## src/rtl/rrd_pkg.sv

```systemverilog
`timescale 1ns / 1ps
`default_nettype none
// ----------------------------------------------------------------------------
// rrd_pkg
// Shared types, codes and helpers of the Rice residual decoder.
// ----------------------------------------------------------------------------
package rrd_pkg;

	localparam int SAMPLE_BITS_DEF         = 32;
	localparam int MAX_PARTITION_ORDER_DEF = 15;
	localparam int QUEUE_DEPTH             = 2;

	// Input function codes
	localparam logic FUNC_START = 1'b0;
	localparam logic FUNC_DATA  = 1'b1;

	// Result error codes
	localparam logic [1:0] ERR_OK        = 2'd0;
	localparam logic [1:0] ERR_OVERFLOW  = 2'd1;
	localparam logic [1:0] ERR_PARTITION = 2'd2;

	// Classified command handed from front to back
	typedef struct packed {
		logic        is_start;
		logic [15:0] block_size;
		logic [5:0]  predictor_order;
		logic [2:0]  start_bit_offset;
		logic [7:0]  data_byte;
	} cmd_t;

	// Map a folded unsigned value back to a signed residual
	function automatic logic [31:0] zigzag(input logic [32:0] u);
		return u[0] ? ~u[32:1] : u[32:1];
	endfunction

endpackage
`default_nettype wire

```

## src/rtl/rrd_in_if.sv

```systemverilog
`timescale 1ns / 1ps
`default_nettype none
// ----------------------------------------------------------------------------
// rrd_in_if
// Input channel: start items and stream bytes.
// ----------------------------------------------------------------------------
interface rrd_in_if;
	logic        valid;
	logic        ready;
	logic        func;
	logic [15:0] block_size;
	logic [5:0]  predictor_order;
	logic [2:0]  start_bit_offset;
	logic [7:0]  data_byte;

	modport source (output valid, func, block_size, predictor_order, start_bit_offset,
		data_byte, input ready);
	modport sink (input valid, func, block_size, predictor_order, start_bit_offset,
		data_byte, output ready);
endinterface
`default_nettype wire

```

## src/rtl/rrd_out_if.sv

```systemverilog
`timescale 1ns / 1ps
`default_nettype none
// ----------------------------------------------------------------------------
// rrd_out_if
// Result channel: decoded residuals with run length and status.
// ----------------------------------------------------------------------------
interface rrd_out_if;
	logic               valid;
	logic               ready;
	logic signed [31:0] sample;
	logic [15:0]        repeat_count;
	logic               last;
	logic [2:0]         spare_bits;
	logic [1:0]         error;

	modport source (output valid, sample, repeat_count, last, spare_bits, error,
		input ready);
	modport sink (input valid, sample, repeat_count, last, spare_bits, error,
		output ready);
endinterface
`default_nettype wire

```

## src/rtl/rice_residual_decoder.sv

```systemverilog
`timescale 1ns / 1ps
`default_nettype none
// ----------------------------------------------------------------------------
// rice_residual_decoder
// Partitioned Rice residual decoder with a queued front end and bit-serial core.
// ----------------------------------------------------------------------------
// A start transaction loads the block header fields into the parser. A data byte
// is loaded and then parsed one bit per cycle; the bit-serial parser sets this
// rate, and it stalls while a result waits unread. A two-entry queue in front
// lets new transactions be taken meanwhile.
module rice_residual_decoder #(
	parameter int SAMPLE_BITS         = rrd_pkg::SAMPLE_BITS_DEF,
	parameter int MAX_PARTITION_ORDER = rrd_pkg::MAX_PARTITION_ORDER_DEF
) (
	input  wire logic clk,
	input  wire logic arst_n,
	rrd_in_if.sink    items,
	rrd_out_if.source results
);
	import rrd_pkg::*;

	cmd_t cmd;
	logic cmd_valid;
	logic cmd_ready;

	rrd_front u_front (
		.clk       (clk),
		.arst_n    (arst_n),
		.items     (items),
		.cmd       (cmd),
		.cmd_valid (cmd_valid),
		.cmd_ready (cmd_ready)
	);

	rrd_back #(
		.SAMPLE_BITS         (SAMPLE_BITS),
		.MAX_PARTITION_ORDER (MAX_PARTITION_ORDER)
	) u_back (
		.clk       (clk),
		.arst_n    (arst_n),
		.cmd       (cmd),
		.cmd_valid (cmd_valid),
		.cmd_ready (cmd_ready),
		.results   (results)
	);
endmodule
`default_nettype wire

```

## src/rtl/rrd_front.sv

```systemverilog
`timescale 1ns / 1ps
`default_nettype none
// ----------------------------------------------------------------------------
// rrd_front
// Accepts input transactions, classifies them and queues them for the back end.
// ----------------------------------------------------------------------------
module rrd_front (
	input  wire logic        clk,
	input  wire logic        arst_n,
	rrd_in_if.sink           items,
	output rrd_pkg::cmd_t    cmd,
	output logic             cmd_valid,
	input  wire logic        cmd_ready
);
	import rrd_pkg::*;

	localparam int PW = $clog2(QUEUE_DEPTH);

	cmd_t              queue_q [QUEUE_DEPTH];
	logic [PW-1:0]     wptr_q;
	logic [PW-1:0]     rptr_q;
	logic [PW:0]       count_q;
	logic              push;
	logic              pop;
	cmd_t              incoming;

	// Classify the incoming transaction
	always_comb begin
		incoming.is_start         = (items.func == FUNC_START);
		incoming.block_size       = items.block_size;
		incoming.predictor_order  = items.predictor_order;
		incoming.start_bit_offset = items.start_bit_offset;
		incoming.data_byte        = items.data_byte;
	end

	assign items.ready = (count_q != (PW+1)'(QUEUE_DEPTH));
	assign push        = items.valid && items.ready;
	assign cmd_valid   = (count_q != '0);
	assign pop         = cmd_valid && cmd_ready;
	assign cmd         = queue_q[rptr_q];

	// Store payload
	always_ff @(posedge clk) begin
		if (push) begin
			queue_q[wptr_q] <= incoming;
		end
	end

	// Advance pointers and fill count
	always_ff @(posedge clk or negedge arst_n) begin
		if (!arst_n) begin
			wptr_q  <= '0;
			rptr_q  <= '0;
			count_q <= '0;
		end else begin
			if (push) begin
				wptr_q <= (wptr_q == PW'(QUEUE_DEPTH - 1)) ? '0 : wptr_q + PW'(1);
			end
			if (pop) begin
				rptr_q <= (rptr_q == PW'(QUEUE_DEPTH - 1)) ? '0 : rptr_q + PW'(1);
			end
			if (push && !pop) begin
				count_q <= count_q + (PW+1)'(1);
			end else if (pop && !push) begin
				count_q <= count_q - (PW+1)'(1);
			end
		end
	end
endmodule
`default_nettype wire

```

## src/rtl/rrd_back.sv

```systemverilog
`timescale 1ns / 1ps
`default_nettype none
// ----------------------------------------------------------------------------
// rrd_back
// Bit-serial parser: walks each byte one bit per cycle unless a result waits unread, and registers results.
// ----------------------------------------------------------------------------
module rrd_back #(
	parameter int SAMPLE_BITS         = rrd_pkg::SAMPLE_BITS_DEF,
	parameter int MAX_PARTITION_ORDER = rrd_pkg::MAX_PARTITION_ORDER_DEF
) (
	input  wire logic          clk,
	input  wire logic          arst_n,
	input  wire rrd_pkg::cmd_t cmd,
	input  wire logic          cmd_valid,
	output logic               cmd_ready,
	rrd_out_if.source          results
);
	import rrd_pkg::*;

	localparam logic [2:0] PH_IDLE   = 3'd0;
	localparam logic [2:0] PH_METHOD = 3'd1;
	localparam logic [2:0] PH_ORDER  = 3'd2;
	localparam logic [2:0] PH_PARAM  = 3'd3;
	localparam logic [2:0] PH_WIDTH  = 3'd4;
	localparam logic [2:0] PH_UNARY  = 3'd5;
	localparam logic [2:0] PH_LSBS   = 3'd6;
	localparam logic [2:0] PH_RAW    = 3'd7;

	logic [2:0]  phase_q, nxt_phase;
	logic [15:0] blen_q;
	logic [5:0]  warm_q;
	logic        wide_q, nxt_wide;
	logic [3:0]  order_q, nxt_order;
	logic [15:0] pidx_q, nxt_pidx;
	logic [15:0] left_q, nxt_left;
	logic [4:0]  rparam_q, nxt_rparam;
	logic [4:0]  rwidth_q, nxt_rwidth;
	logic [31:0] qcnt_q, nxt_qcnt;
	logic [31:0] acc_q, nxt_acc;
	logic [5:0]  fbits_q, nxt_fbits;
	logic [2:0]  skip_q;
	logic [7:0]  byte_q;
	logic [2:0]  bidx_q;
	logic        active_q;

	logic        res_valid_q;
	logic [31:0] res_sample_q;
	logic [15:0] res_rep_q;
	logic        res_last_q;
	logic [2:0]  res_spare_q;
	logic [1:0]  res_err_q;

	logic        step_en;
	logic        emit;
	logic [31:0] e_sample;
	logic [15:0] e_rep;
	logic        e_last;
	logic [1:0]  e_err;

	logic        b;
	logic [2:0]  spare;
	logic [31:0] acc_sh;
	logic [5:0]  fb_dec;
	logic [4:0]  esc;
	logic [5:0]  hdr_bits;
	logic [15:0] psize_q;
	logic        adv_end;
	logic [3:0]  ord_v;
	logic [15:0] psize0;
	logic [15:0] omask;
	logic [4:0]  rp_v;
	logic [32:0] qinc;
	logic [5:0]  thr_sh;
	logic        q_ovf;
	logic [63:0] u0;
	logic [63:0] u_lsb;
	logic [31:0] wmask;
	logic [31:0] raw_val;
	logic [15:0] lm1;

	assign step_en   = active_q && (!res_valid_q || results.ready);
	assign cmd_ready = !active_q;

	// Shared per-bit terms
	always_comb begin
		b        = byte_q[3'd7 - bidx_q];
		spare    = 3'd7 - bidx_q;
		acc_sh   = {acc_q[30:0], b};
		fb_dec   = (fbits_q != 6'd0) ? fbits_q - 6'd1 : 6'd0;
		esc      = wide_q ? 5'h1F : 5'h0F;
		hdr_bits = wide_q ? 6'd5 : 6'd4;
		psize_q  = blen_q >> order_q;
		adv_end  = (pidx_q == ((16'd1 << order_q) - 16'd1));
		ord_v    = acc_sh[3:0];
		psize0   = blen_q >> ord_v;
		omask    = (16'd1 << ord_v) - 16'd1;
		rp_v     = acc_sh[4:0];
		qinc     = {1'b0, qcnt_q} + 33'd1;
		thr_sh   = 6'(SAMPLE_BITS) - {1'b0, rparam_q};
		q_ovf    = ({1'b0, rparam_q} >= 6'(SAMPLE_BITS)) || ((qinc >> thr_sh) != 33'd0);
		u0       = {32'd0, qcnt_q};
		u_lsb    = (u0 << rparam_q) | {32'd0, acc_sh};
		wmask    = (32'd1 << rwidth_q) - 32'd1;
		raw_val  = acc_sh;
		if (rwidth_q != 5'd0 && acc_sh[rwidth_q - 5'd1]) begin
			raw_val = acc_sh | ~wmask;
		end
		lm1      = left_q - 16'd1;
	end

	// Parse one bit
	always_comb begin
		nxt_phase  = phase_q;
		nxt_wide   = wide_q;
		nxt_order  = order_q;
		nxt_pidx   = pidx_q;
		nxt_left   = left_q;
		nxt_rparam = rparam_q;
		nxt_rwidth = rwidth_q;
		nxt_qcnt   = qcnt_q;
		nxt_acc    = acc_q;
		nxt_fbits  = fbits_q;
		emit       = 1'b0;
		e_sample   = '0;
		e_rep      = '0;
		e_last     = 1'b0;
		e_err      = ERR_OK;

		if (phase_q == PH_UNARY) begin
			if (!b) begin
				if (q_ovf) begin
					nxt_phase = PH_IDLE;
					emit      = 1'b1;
					e_last    = 1'b1;
					e_err     = ERR_OVERFLOW;
				end else begin
					nxt_qcnt = qinc[31:0];
				end
			end else if (rparam_q == 5'd0) begin
				if ((u0 >> SAMPLE_BITS) != 64'd0) begin
					nxt_phase = PH_IDLE;
					emit      = 1'b1;
					e_last    = 1'b1;
					e_err     = ERR_OVERFLOW;
				end else begin
					// Sample done
					emit     = 1'b1;
					e_sample = zigzag(u0[32:0]);
					e_rep    = 16'd1;
					nxt_left = lm1;
					if (lm1 == 16'd0) begin
						if (adv_end) begin
							nxt_phase = PH_IDLE;
							e_last    = 1'b1;
						end else begin
							nxt_pidx  = pidx_q + 16'd1;
							nxt_left  = psize_q;
							nxt_phase = PH_PARAM;
							nxt_acc   = '0;
							nxt_fbits = hdr_bits;
						end
					end else begin
						nxt_phase = PH_UNARY;
						nxt_qcnt  = '0;
					end
				end
			end else begin
				nxt_phase = PH_LSBS;
				nxt_acc   = '0;
				nxt_fbits = {1'b0, rparam_q};
			end
		end else if (phase_q != PH_IDLE) begin
			nxt_acc   = acc_sh;
			nxt_fbits = fb_dec;
			if (fb_dec == 6'd0) begin
				unique case (phase_q)
					PH_METHOD: begin
						nxt_wide  = (acc_sh != 32'd0);
						nxt_phase = PH_ORDER;
						nxt_acc   = '0;
						nxt_fbits = 6'd4;
					end
					PH_ORDER: begin
						nxt_order = ord_v;
						nxt_pidx  = '0;
						if ((ord_v > 4'(MAX_PARTITION_ORDER))
							|| (ord_v == 4'd0 && blen_q < {10'd0, warm_q})
							|| (ord_v != 4'd0 && ((blen_q & omask) != 16'd0
								|| psize0 < {10'd0, warm_q}))) begin
							nxt_phase = PH_IDLE;
							emit      = 1'b1;
							e_last    = 1'b1;
							e_err     = ERR_PARTITION;
						end else begin
							nxt_left  = psize0 - {10'd0, warm_q};
							nxt_phase = PH_PARAM;
							nxt_acc   = '0;
							nxt_fbits = hdr_bits;
						end
					end
					PH_PARAM, PH_WIDTH: begin
						if (phase_q == PH_PARAM) begin
							nxt_rparam = rp_v;
						end else begin
							nxt_rwidth = rp_v;
						end
						if (phase_q == PH_PARAM && rp_v == esc) begin
							nxt_phase = PH_WIDTH;
							nxt_acc   = '0;
							nxt_fbits = 6'd5;
						end else if (left_q == 16'd0) begin
							// Empty partition
							if (adv_end) begin
								nxt_phase = PH_IDLE;
								emit      = 1'b1;
								e_last    = 1'b1;
							end else begin
								nxt_pidx  = pidx_q + 16'd1;
								nxt_left  = psize_q;
								nxt_phase = PH_PARAM;
								nxt_acc   = '0;
								nxt_fbits = hdr_bits;
							end
						end else if (phase_q == PH_WIDTH && rp_v == 5'd0) begin
							// Zero-width run covers the whole partition
							emit     = 1'b1;
							e_rep    = left_q;
							nxt_left = '0;
							if (adv_end) begin
								nxt_phase = PH_IDLE;
								e_last    = 1'b1;
							end else begin
								nxt_pidx  = pidx_q + 16'd1;
								nxt_left  = psize_q;
								nxt_phase = PH_PARAM;
								nxt_acc   = '0;
								nxt_fbits = hdr_bits;
							end
						end else if (phase_q == PH_WIDTH) begin
							nxt_phase = PH_RAW;
							nxt_acc   = '0;
							nxt_fbits = {1'b0, rp_v};
						end else begin
							nxt_phase = PH_UNARY;
							nxt_qcnt  = '0;
						end
					end
					PH_LSBS, PH_RAW: begin
						if (phase_q == PH_LSBS && (u_lsb >> SAMPLE_BITS) != 64'd0) begin
							nxt_phase = PH_IDLE;
							emit      = 1'b1;
							e_last    = 1'b1;
							e_err     = ERR_OVERFLOW;
						end else begin
							emit     = 1'b1;
							e_sample = (phase_q == PH_LSBS) ? zigzag(u_lsb[32:0]) : raw_val;
							e_rep    = 16'd1;
							nxt_left = lm1;
							if (lm1 == 16'd0) begin
								if (adv_end) begin
									nxt_phase = PH_IDLE;
									e_last    = 1'b1;
								end else begin
									nxt_pidx  = pidx_q + 16'd1;
									nxt_left  = psize_q;
									nxt_phase = PH_PARAM;
									nxt_acc   = '0;
									nxt_fbits = hdr_bits;
								end
							end else if (rparam_q == esc) begin
								nxt_phase = PH_RAW;
								nxt_acc   = '0;
								nxt_fbits = {1'b0, rwidth_q};
							end else begin
								nxt_phase = PH_UNARY;
								nxt_qcnt  = '0;
							end
						end
					end
					default: begin
						nxt_phase = phase_q;
					end
				endcase
			end
		end
	end

	// Parser state
	always_ff @(posedge clk or negedge arst_n) begin
		if (!arst_n) begin
			phase_q  <= PH_IDLE;
			blen_q   <= '0;
			warm_q   <= '0;
			wide_q   <= 1'b0;
			order_q  <= '0;
			pidx_q   <= '0;
			left_q   <= '0;
			rparam_q <= '0;
			rwidth_q <= '0;
			qcnt_q   <= '0;
			acc_q    <= '0;
			fbits_q  <= '0;
			skip_q   <= '0;
			byte_q   <= '0;
			bidx_q   <= '0;
			active_q <= 1'b0;
		end else if (step_en) begin
			phase_q  <= nxt_phase;
			wide_q   <= nxt_wide;
			order_q  <= nxt_order;
			pidx_q   <= nxt_pidx;
			left_q   <= nxt_left;
			rparam_q <= nxt_rparam;
			rwidth_q <= nxt_rwidth;
			qcnt_q   <= nxt_qcnt;
			acc_q    <= nxt_acc;
			fbits_q  <= nxt_fbits;
			bidx_q   <= bidx_q + 3'd1;
			if (bidx_q == 3'd7 || nxt_phase == PH_IDLE) begin
				active_q <= 1'b0;
			end
		end else if (cmd_valid && cmd_ready) begin
			if (cmd.is_start) begin
				// Load a new block and drop any block in progress
				blen_q   <= cmd.block_size;
				warm_q   <= cmd.predictor_order;
				skip_q   <= cmd.start_bit_offset;
				order_q  <= '0;
				pidx_q   <= '0;
				left_q   <= '0;
				rparam_q <= '0;
				rwidth_q <= '0;
				qcnt_q   <= '0;
				phase_q  <= PH_METHOD;
				acc_q    <= '0;
				fbits_q  <= 6'd2;
			end else if (phase_q != PH_IDLE) begin
				byte_q   <= cmd.data_byte;
				bidx_q   <= skip_q;
				skip_q   <= '0;
				active_q <= 1'b1;
			end
		end
	end

	// Result register
	always_ff @(posedge clk or negedge arst_n) begin
		if (!arst_n) begin
			res_valid_q <= 1'b0;
		end else if (step_en && emit) begin
			res_valid_q <= 1'b1;
		end else if (results.ready) begin
			res_valid_q <= 1'b0;
		end
	end

	always_ff @(posedge clk) begin
		if (step_en && emit) begin
			res_sample_q <= e_sample;
			res_rep_q    <= e_rep;
			res_last_q   <= e_last;
			res_spare_q  <= spare;
			res_err_q    <= e_err;
		end
	end

	assign results.valid        = res_valid_q;
	assign results.sample       = res_sample_q;
	assign results.repeat_count = res_rep_q;
	assign results.last         = res_last_q;
	assign results.spare_bits   = res_spare_q;
	assign results.error        = res_err_q;
endmodule
`default_nettype wire

```

## src/flat_wrapper.sv

```systemverilog
// flat-port wrapper written by rule: the top's interface ports become plain ports
module rice_residual_decoder_flat import rrd_pkg::*;
#(
	parameter int SAMPLE_BITS         = rrd_pkg::SAMPLE_BITS_DEF,
	parameter int MAX_PARTITION_ORDER = rrd_pkg::MAX_PARTITION_ORDER_DEF
)
  (clk, arst_n, items_valid, items_func, items_block_size, items_predictor_order, items_start_bit_offset, items_data_byte, items_ready, results_valid, results_sample, results_repeat_count, results_last, results_spare_bits, results_error, results_ready);
  rrd_in_if items_i ();
  rrd_out_if results_i ();
  input  wire logic clk;
  input  wire logic arst_n;
  input wire logic [$bits(items_i.valid)-1:0] items_valid;
  input wire logic [$bits(items_i.func)-1:0] items_func;
  input wire logic [$bits(items_i.block_size)-1:0] items_block_size;
  input wire logic [$bits(items_i.predictor_order)-1:0] items_predictor_order;
  input wire logic [$bits(items_i.start_bit_offset)-1:0] items_start_bit_offset;
  input wire logic [$bits(items_i.data_byte)-1:0] items_data_byte;
  output wire logic [$bits(items_i.ready)-1:0] items_ready;
  output wire logic [$bits(results_i.valid)-1:0] results_valid;
  output wire logic [$bits(results_i.sample)-1:0] results_sample;
  output wire logic [$bits(results_i.repeat_count)-1:0] results_repeat_count;
  output wire logic [$bits(results_i.last)-1:0] results_last;
  output wire logic [$bits(results_i.spare_bits)-1:0] results_spare_bits;
  output wire logic [$bits(results_i.error)-1:0] results_error;
  input wire logic [$bits(results_i.ready)-1:0] results_ready;
  assign items_i.valid = items_valid;
  assign items_i.func = items_func;
  assign items_i.block_size = items_block_size;
  assign items_i.predictor_order = items_predictor_order;
  assign items_i.start_bit_offset = items_start_bit_offset;
  assign items_i.data_byte = items_data_byte;
  assign items_ready = items_i.ready;
  assign results_valid = results_i.valid;
  assign results_sample = results_i.sample;
  assign results_repeat_count = results_i.repeat_count;
  assign results_last = results_i.last;
  assign results_spare_bits = results_i.spare_bits;
  assign results_error = results_i.error;
  assign results_i.ready = results_ready;
  rice_residual_decoder #(.SAMPLE_BITS(SAMPLE_BITS), .MAX_PARTITION_ORDER(MAX_PARTITION_ORDER)) u_core (.clk(clk), .arst_n(arst_n), .items(items_i), .results(results_i));
endmodule
```

## config.mk

```make
export PLATFORM = sky130hd
export DESIGN_NAME = rice_residual_decoder_flat
export DESIGN_NICKNAME = d
export VERILOG_FILES = /design/src/rtl/rrd_pkg.sv /design/src/rtl/rrd_in_if.sv /design/src/rtl/rrd_out_if.sv /design/src/rtl/rice_residual_decoder.sv /design/src/rtl/rrd_front.sv /design/src/rtl/rrd_back.sv /design/src/flat_wrapper.sv
export SDC_FILE = /design/constraint.sdc
export NUM_CORES = 1
export LEC_CHECK = 0
export ABC_AREA = 0
export BUFFER_PORTS_ARGS = -buffer_cell sky130_fd_sc_hd__clkbuf_2
export CAP_MARGIN = 20
export CORE_MARGIN = 4
export CORE_UTILIZATION = 40
export DETAILED_ROUTE_END_ITERATION = 10
export PLACE_DENSITY = 0.56
export SKIP_CTS_REPAIR_TIMING = 1
export SYNTH_ARGS = -nofsm -noshare
export SYNTH_HDL_FRONTEND = slang
export SYNTH_SLANG_ARGS = --single-unit
```

## constraint.sdc

```tcl
create_clock -name clk -period 20.9 [get_ports clk]
set_input_delay 4.18 -clock clk [delete_from_list [all_inputs] [get_ports clk]]
set_output_delay 4.18 -clock clk [all_outputs]
set_load 0.02 [all_outputs]
```

==> key figures, run 1 <==
Finish
  • Nets@finish: 2725
  • Area growth syn-to-layout: 9.26%
  • Design Area, Final: 24900 um2
  • Final Instance Count excl. Fillers: around 3.4k
  • Antenna Cells: 0
  • Share of layout cells above drive strength 1: 11.7%
  • Core Util, Final: 44.1%

Synth
  • Number of enable flip-flop cells after synthesis: 122
  • Post-synth top area share: 17.7%
  • Async SR Flop Fraction: between 50% and 60%
  • Commonest cells in the netlist: nand2_1, nor2_1, o21ai_0, clkbuf_1, a21oi_1
  • #FFs+latches synth: 283
  • Post-Syn Area: 22800 um2
  • Seq/Total Area, Yosys: 33.8%
  • Synth Instances: around 2.7k
  • Ys flop type: dfrtp_1
  • Syn avg cell area: 8.38 um2
  • Top-count cell post-synth: nand2_1
  • Synth area leader: dfrtp_1
  • Top cells by area, synth: dfrtp_1, edfxtp_1, mux2i_1
  • Syn Nets: 2788
  • Count of different cell masters after synthesis: 92
  • Synth Warn #: 0

CTS
  • Worst-Skew Late Latency: 0.58 ns
  • CTS tree: built
  • Clock Sinks: 283
  • Clock buffer depth: 3
  • CTS Root Cell: clkbuf_16
  • H-tree levels: 2
  • Total CTS buffers: 35
  • Clk slew on worst S/H paths: 0.06 ns

Timing
  • RSZ-0062 raised after global routing: no
  • Final worst setup slack: about 14 ns
  • Period minus WS final: 6.45 ns
  • Final Cycle Share: 30.9%
  • Final TNS setup: 0 ns
  • Worst hold slack: 0.484 ns
  • Final hold violations: 0
  • Slew Viols, Final: 0
  • Worst Skew: 0.0292 ns
  • F_max: 155 MHz
  • Rel. slew slack: 29.6%
  • Tightest Pin Transition: 1.05 ns
  • Final setup viols: 0

Place
  • Post-detail-place hpwl: 59.8 mm
  • Dpl ws: 14.02 ns
  • Placer Congestion: 0.978
  • DP Area: 23700 um2
  • I/O Buffers: between 90 and 100
  • Placed Cells incl. Taps: ~3.4k

Global route
  • GRT met3 Usage: 3.73%
  • Pin count of the biggest net entering global routing: 86
  • GRT met2 Usage: 44.6%
  • Initial antenna violation count: 1
  • Overflow after GRT: 0
  • Vias in the first global route: 20.9k
  • Total GRT Usage: around 27%
  • Busiest layer in global routing: met2
  • M1 GR Usage: around 35%
  • First-pass GRT wire length: 128 mm

Routing
  • DR vias: 22.2k
  • DRT Pass-1 Iters: 5
  • DRT iter0 DRCs: 2495
  • Routed WL: approximately 84 mm
  • Drt wl/cell: between 20 and 25 um
  • DRT antenna net count: 0
  • DRC viols: 0
  • DR vias/cell: roughly 6.5

Critical path
  • Worst reg2reg path depth: 13
  • Slowest CP cell: nand2_1
  • Critical Path Sink Type: flop
  • Critical path origin: results_ready
  • Required time worst endpoint: 21.39 ns
  • Worst reg-to-reg setup slack: roughly 14 ns
  • CP startpoint kind: primary input
  • CP max FO: 26
  • Crit path DAT: approximately 7.0 ns
  • Cell family with most CP delay: simple AND/OR/NAND/NOR gates
  • R2r endpoint: u_core.u_back.results.sample[30]$_DFFE_PP_
  • Worst reg2reg startpoint: u_core.u_back.qcnt_q[15]$_DFFE_PN0P_
  • Most frequent CP cell: nand2_1
  • CP max stage delay: 0.74 ns
  • Crit path kind: primary input to flop
  • Buf+Inv Stages, Crit Path: 2
  • Chain of cells forming the critical path: clkbuf_2, nand2b_1, nand2_1, buf_4, nor2_1, nand2_1, o21ai_0, a22o_1

Floorplanning
  • DIE WIDTH: between 200 and 250 um
  • Initial Util: 40.4%
  • Die Y: around 250 um
  • Core Area: 56400 um2
  • I/O Pins: 94
  • Row count: 87
  • DIE AREA: 60800 um2

Pwr
  • PD cells: 154 nW/um2
  • Pleak: 9.31 nW
  • Total power: 3.84 mW
  • Peak VDD IR: 0.0980 mV

Min path
  • Hold EP: u_core.u_back.warm_q[2]$_DFFE_PN0P_
  • Worst Hold Class: flop to flop
  • Worst Hold Launch: u_core.u_back.warm_q[2]$_DFFE_PN0P_
  • Worst Hold Depth: 2

Outcome
  • Status: completed

Flow run
  • Max-cap check violation count: 0
-- power by group --
part | switching [mW] | total [mW] | internal [mW]
Sequential | 0.166 | 0.860 | 0.694
Combinational | 1.53 | 2.35 | 0.824
Clock | 0.259 | 0.627 | 0.369
-- how the worst max path moves through the flow --
stage               slack [ns]                                         to  cells after the start
global placement         14.14        u_core.u_back.qcnt_q[0]$_DFFE_PN0P_                      8
CTS                      14.60        u_core.u_back.qcnt_q[0]$_DFFE_PN0P_                      8
finish                   14.45        u_core.u_back.qcnt_q[0]$_DFFE_PN0P_                      8
detailed placement       14.02        u_core.u_back.qcnt_q[0]$_DFFE_PN0P_                      8
global route             14.19  u_core.u_back.results.sample[4]$_DFFE_PP_                     14
floorplan                13.34   u_core.u_back.results.error[0]$_DFFE_PP_                      5
-- kinds of logic after synthesis --
group,count (synthesis),share of synthesized area (%)
buf+inv,306,5.25
mux,186,10.3
xor+xnor,130,5.00
flops,283,33.8
compound gates,823,23.7
simple gates,958,20.2
fa+ha+maj,32,1.79
-- state kept, by name, summed over array words and instances (netlist names), 8 cells and up --
name and count:
u_core.u_back.pidx_q 16, u_core.u_back.results.repeat_count 16, u_core.u_back.results.sample 32, u_core.u_back.acc_q 31, u_core.u_back.byte_q 8, u_core.u_front.queue_q 68
u_core.u_back.left_q 16, u_core.u_back.blen_q 16, u_core.u_back.qcnt_q 32
-- tightest hold or removal path, delay by kind of cell (launching register included) --
family          cells  cell delay, ns
flops               1            0.34
compound gates      1            0.06
simple gates        1            0.05
-- layout by cell type, fill, tap and decap left out, drive strengths merged, types with 63 or more instances in the layout --
| cell type | count |
|---|---|
| mux2i | 117 |
| xnor2 | 95 |
| a21oi | 164 |
| clkbuf | 136 |
| nor2 | 228 |
| nor3 | 109 |
| inv | 63 |
| dfrtp | 161 |
| o21ai | 224 |
| edfxtp | 122 |
| nand2 | 284 |
| nand3 | 93 |
-- area by class of cell --
cell class                 instances  area (um2)
multi-input combinational       2129       14000
clock buffer                      44         961
tap                              756         946
clock inverter                    20         216
inverter                          60         225
sequential                       283        7700
timing repair buffer             146         890
fill                            5569       31500
-- routing by layer --
| layer | part of all wire, % | up-vias | wire (um) |
|---|---|---|---|
| met1 | 41 | 10900 | 34600 |
| met2 | 48 | 1041 | 39800 |
| met5 | 0.016 | - | 13 |
| met3 | 6.9 | 209 | 5740 |
| li1 | - | 10100 | - |
| met4 | 4.1 | 2 | 3440 |
(Power assumes the default switching activity.)
==> run 2: changes to the inputs <==
--- a/config.mk
+++ b/config.mk
@@ -11,7 +11,7 @@
 export CORE_MARGIN = 4
 export CORE_UTILIZATION = 40
 export DETAILED_ROUTE_END_ITERATION = 10
-export PLACE_DENSITY = 0.56
+export PLACE_DENSITY = 0.58
 export SKIP_CTS_REPAIR_TIMING = 1
 export SYNTH_ARGS = -nofsm -noshare
 export SYNTH_HDL_FRONTEND = slang
==> constraint.sdc (replaced) <==
create_clock -name clk -period 5.5 [get_ports clk]
set_input_delay 1.1 -clock clk [delete_from_list [all_inputs] [get_ports clk]]
set_output_delay 1.1 -clock clk [all_outputs]
set_load 0.02 [all_outputs]
==> key figures, run 2 (same netlist as run 1, synthesis figures left out) <==
Routing
  • DRT Pass-1 Iters: 5
  • Drt wl/cell: 24.1 um
  • DRT antenna net count: 0
  • DRT iter0 DRCs: 2376
  • Routed WL: 84.7 mm
  • DRC viols: 0
  • DR vias/cell: roughly 6.4
  • DR vias: 22.4k

Critical path
  • Crit path DAT: about 5.5 ns
  • Crit path kind: flop to flop
  • Worst reg-to-reg setup slack: 0.48 ns
  • CP max FO: 29
  • R2r endpoint: u_core.u_back.acc_q[27]$_DFFE_PN0P_
  • Worst reg2reg path depth: 23
  • Required time worst endpoint: slightly below 6 ns
  • CP startpoint kind: flop
  • Worst reg2reg startpoint: u_core.u_back.bidx_q[0]$_DFFE_PN0P_
  • Critical Path Sink Type: flop

Timing
  • Period minus WS final: 5.02 ns
  • Final setup viols: 0
  • Rel. slew slack: 28.2%
  • Worst Skew: 0.0217 ns
  • Tightest Pin Transition: 1.07 ns
  • Final Cycle Share: 91.2%
  • F_max: ~200 MHz
  • Final TNS setup: 0 ns
  • Worst hold slack: 0.476 ns
  • RSZ-0062 raised after global routing: no
  • Slew Viols, Final: 0
  • Final hold violations: 0

Min path
  • Worst Hold Class: flop to flop
  • Worst Hold Depth: 2
  • Worst Hold Launch: u_core.u_back.warm_q[3]$_DFFE_PN0P_
  • Hold EP: u_core.u_back.warm_q[3]$_DFFE_PN0P_

Floorplanning
  • Core Area: approximately 56000 um2
  • Row count: 87
  • Die Y: 247 um
  • Initial Util: 40.4%
  • DIE AREA: 60800 um2
  • DIE WIDTH: 247 um
  • I/O Pins: 94

Finish
  • Nets@finish: between 2k and 3k
  • Area growth syn-to-layout: 12.2%
  • Most frequent cells in the layout: nand2_1, nor2_1, o21ai_0, a21oi_1, dfrtp_1
  • Reg with most FFs: u_core.u_front.queue_q
  • Antenna Cells: 0
  • Commonest non-fill, non-tap cell in the layout: nand2_1
  • Share of layout cells above drive strength 1: 14.2%
  • Number of flip-flops in the largest register: 68

Pwr
  • Design internal power: 7.60 mW
  • PD cells: 595 nW/um2
  • Combinational Power Share: 62.7%
  • Peak VDD IR: 0.295 mV
  • Clock network power share: 16.3%
  • Switching share of power: 50.1%
  • Switching pwr: 7.62 mW
  • Sequential share of power: between 20% and 30%
  • Pleak: roughly 9.7 nW

Outcome
  • Status: completed

Global route
  • Vias in the first global route: ~21k
  • Total GRT Usage: 27.1%
  • Overflow after GRT: 0
  • Initial antenna violation count: 2
  • First-pass GRT wire length: approximately 130 mm
  • Pin count of the biggest net entering global routing: 93

CTS
  • CTS tree: built
  • Clock Sinks: 283
  • CTS Root Cell: clkbuf_16
  • Clk slew on worst S/H paths: 0.06 ns
  • H-tree levels: 2
  • Worst-Skew Late Latency: approximately 0.58 ns
  • Clock buffer depth: 3
  • Total CTS buffers: 35

Place
  • I/O Buffers: 93
  • Post-detail-place hpwl: 62.1 mm
  • Placer Congestion: 0.956

Flow run
  • Max-cap check violation count: 0
==> run 2: final cells by class <==
| type | count | area (um2) |
|---|---|---|
| multi-input combinational | 2129 | 14000 |
| timing repair buffer | 227 | 1540 |
| clock inverter | 23 | 310 |
| clock buffer | 41 | 898 |
| tap | 756 | 946 |
| inverter | 60 | 225 |
| fill | 5705 | 30800 |
| sequential | 283 | 7700 |
==> run 2: power by group through the flow <==
stage / sequential (mW) / clock [mW] / combinational (mW)
after floorplan: 2.91 / 0 / 6.57
after global placement: 3.21 / 0 / 9.22
after detailed placement: 3.23 / 0 / 9.28
after CTS: 3.19 / 2.53 / 9.33
after global routing: 3.26 / 2.62 / 10.3
final: 3.20 / 2.48 / 9.54
==> run 2: critical path, cell delays in order (launching register included) <==
cell and delay (ns):
dfrtp_1 0.43, mux4_2 0.57, mux2i_4 0.18, buf_4 0.25, mux2i_1 0.32, nor2_1 0.07, a21oi_1 0.16, nand2_1 0.07
o21ai_0 0.13, inv_1 0.10, fa_1 0.47, nor2b_1 0.13, o21ai_0 0.08, nand2b_1 0.11, nand3_1 0.09, nand2_1 0.12
nor2_1 0.05, a31oi_1 0.32, nor3_2 0.13, or3_1 0.39, nor2_1 0.14, nor3_2 0.05, buf_4 0.25, a22o_1 0.27
==> run 2: worst max-delay path by stage <==
stage | start | end | slack [ns] | cells after the start
after floorplan | u_core.u_back.order_q[3]$_DFFE_PN0P_ | u_core.u_back.results.error[0]$_DFFE_PP_ | 0.02 | 19
after global placement | u_core.u_back.bidx_q[0]$_DFFE_PN0P_ | u_core.u_back.results.repeat_count[5]$_SDFFCE_PP0P_ | 0.26 | 20
after detailed placement | u_core.u_back.bidx_q[0]$_DFFE_PN0P_ | u_core.u_back.results.repeat_count[2]$_SDFFCE_PP0P_ | 0.33 | 20
after CTS | u_core.u_back.bidx_q[0]$_DFFE_PN0P_ | u_core.u_back.results.error[0]$_DFFE_PP_ | 0.32 | 20
after global routing | u_core.u_back.bidx_q[0]$_DFFE_PN0P_ | u_core.u_back.results.repeat_count[5]$_SDFFCE_PP0P_ | 0.02 | 21
final | u_core.u_back.bidx_q[0]$_DFFE_PN0P_ | u_core.u_back.acc_q[27]$_DFFE_PN0P_ | 0.48 | 23
==> run 2: metrics by stage <==
stage                     instances  setup slack [ns]  power, mW  util [%]  area (um2)
after floorplan                2718            0.0179       9.48         -       22800
final                          3519             0.484       15.2      45.3       25600
after CTS                      3517             0.323       15.0      45.3       25500
after global routing           3519            0.0215       16.2      45.3       25600
after global placement         3453             0.260       12.4      43.1       24300
after detailed placement       3453             0.335       12.5      43.1       24300
==> run 2: layer usage <==
| layer | up-vias | global-route usage (%) | routed length [um] |
|---|---|---|---|
| met4 | 2 | 11.8 | 3970 |
| met1 | 10900 | 36.1 | 35000 |
| met2 | 1066 | 43.7 | 39700 |
| li1 | 10200 | - | - |
| met3 | 237 | 4.12 | 6060 |
| met5 | - | 0 | 12 |
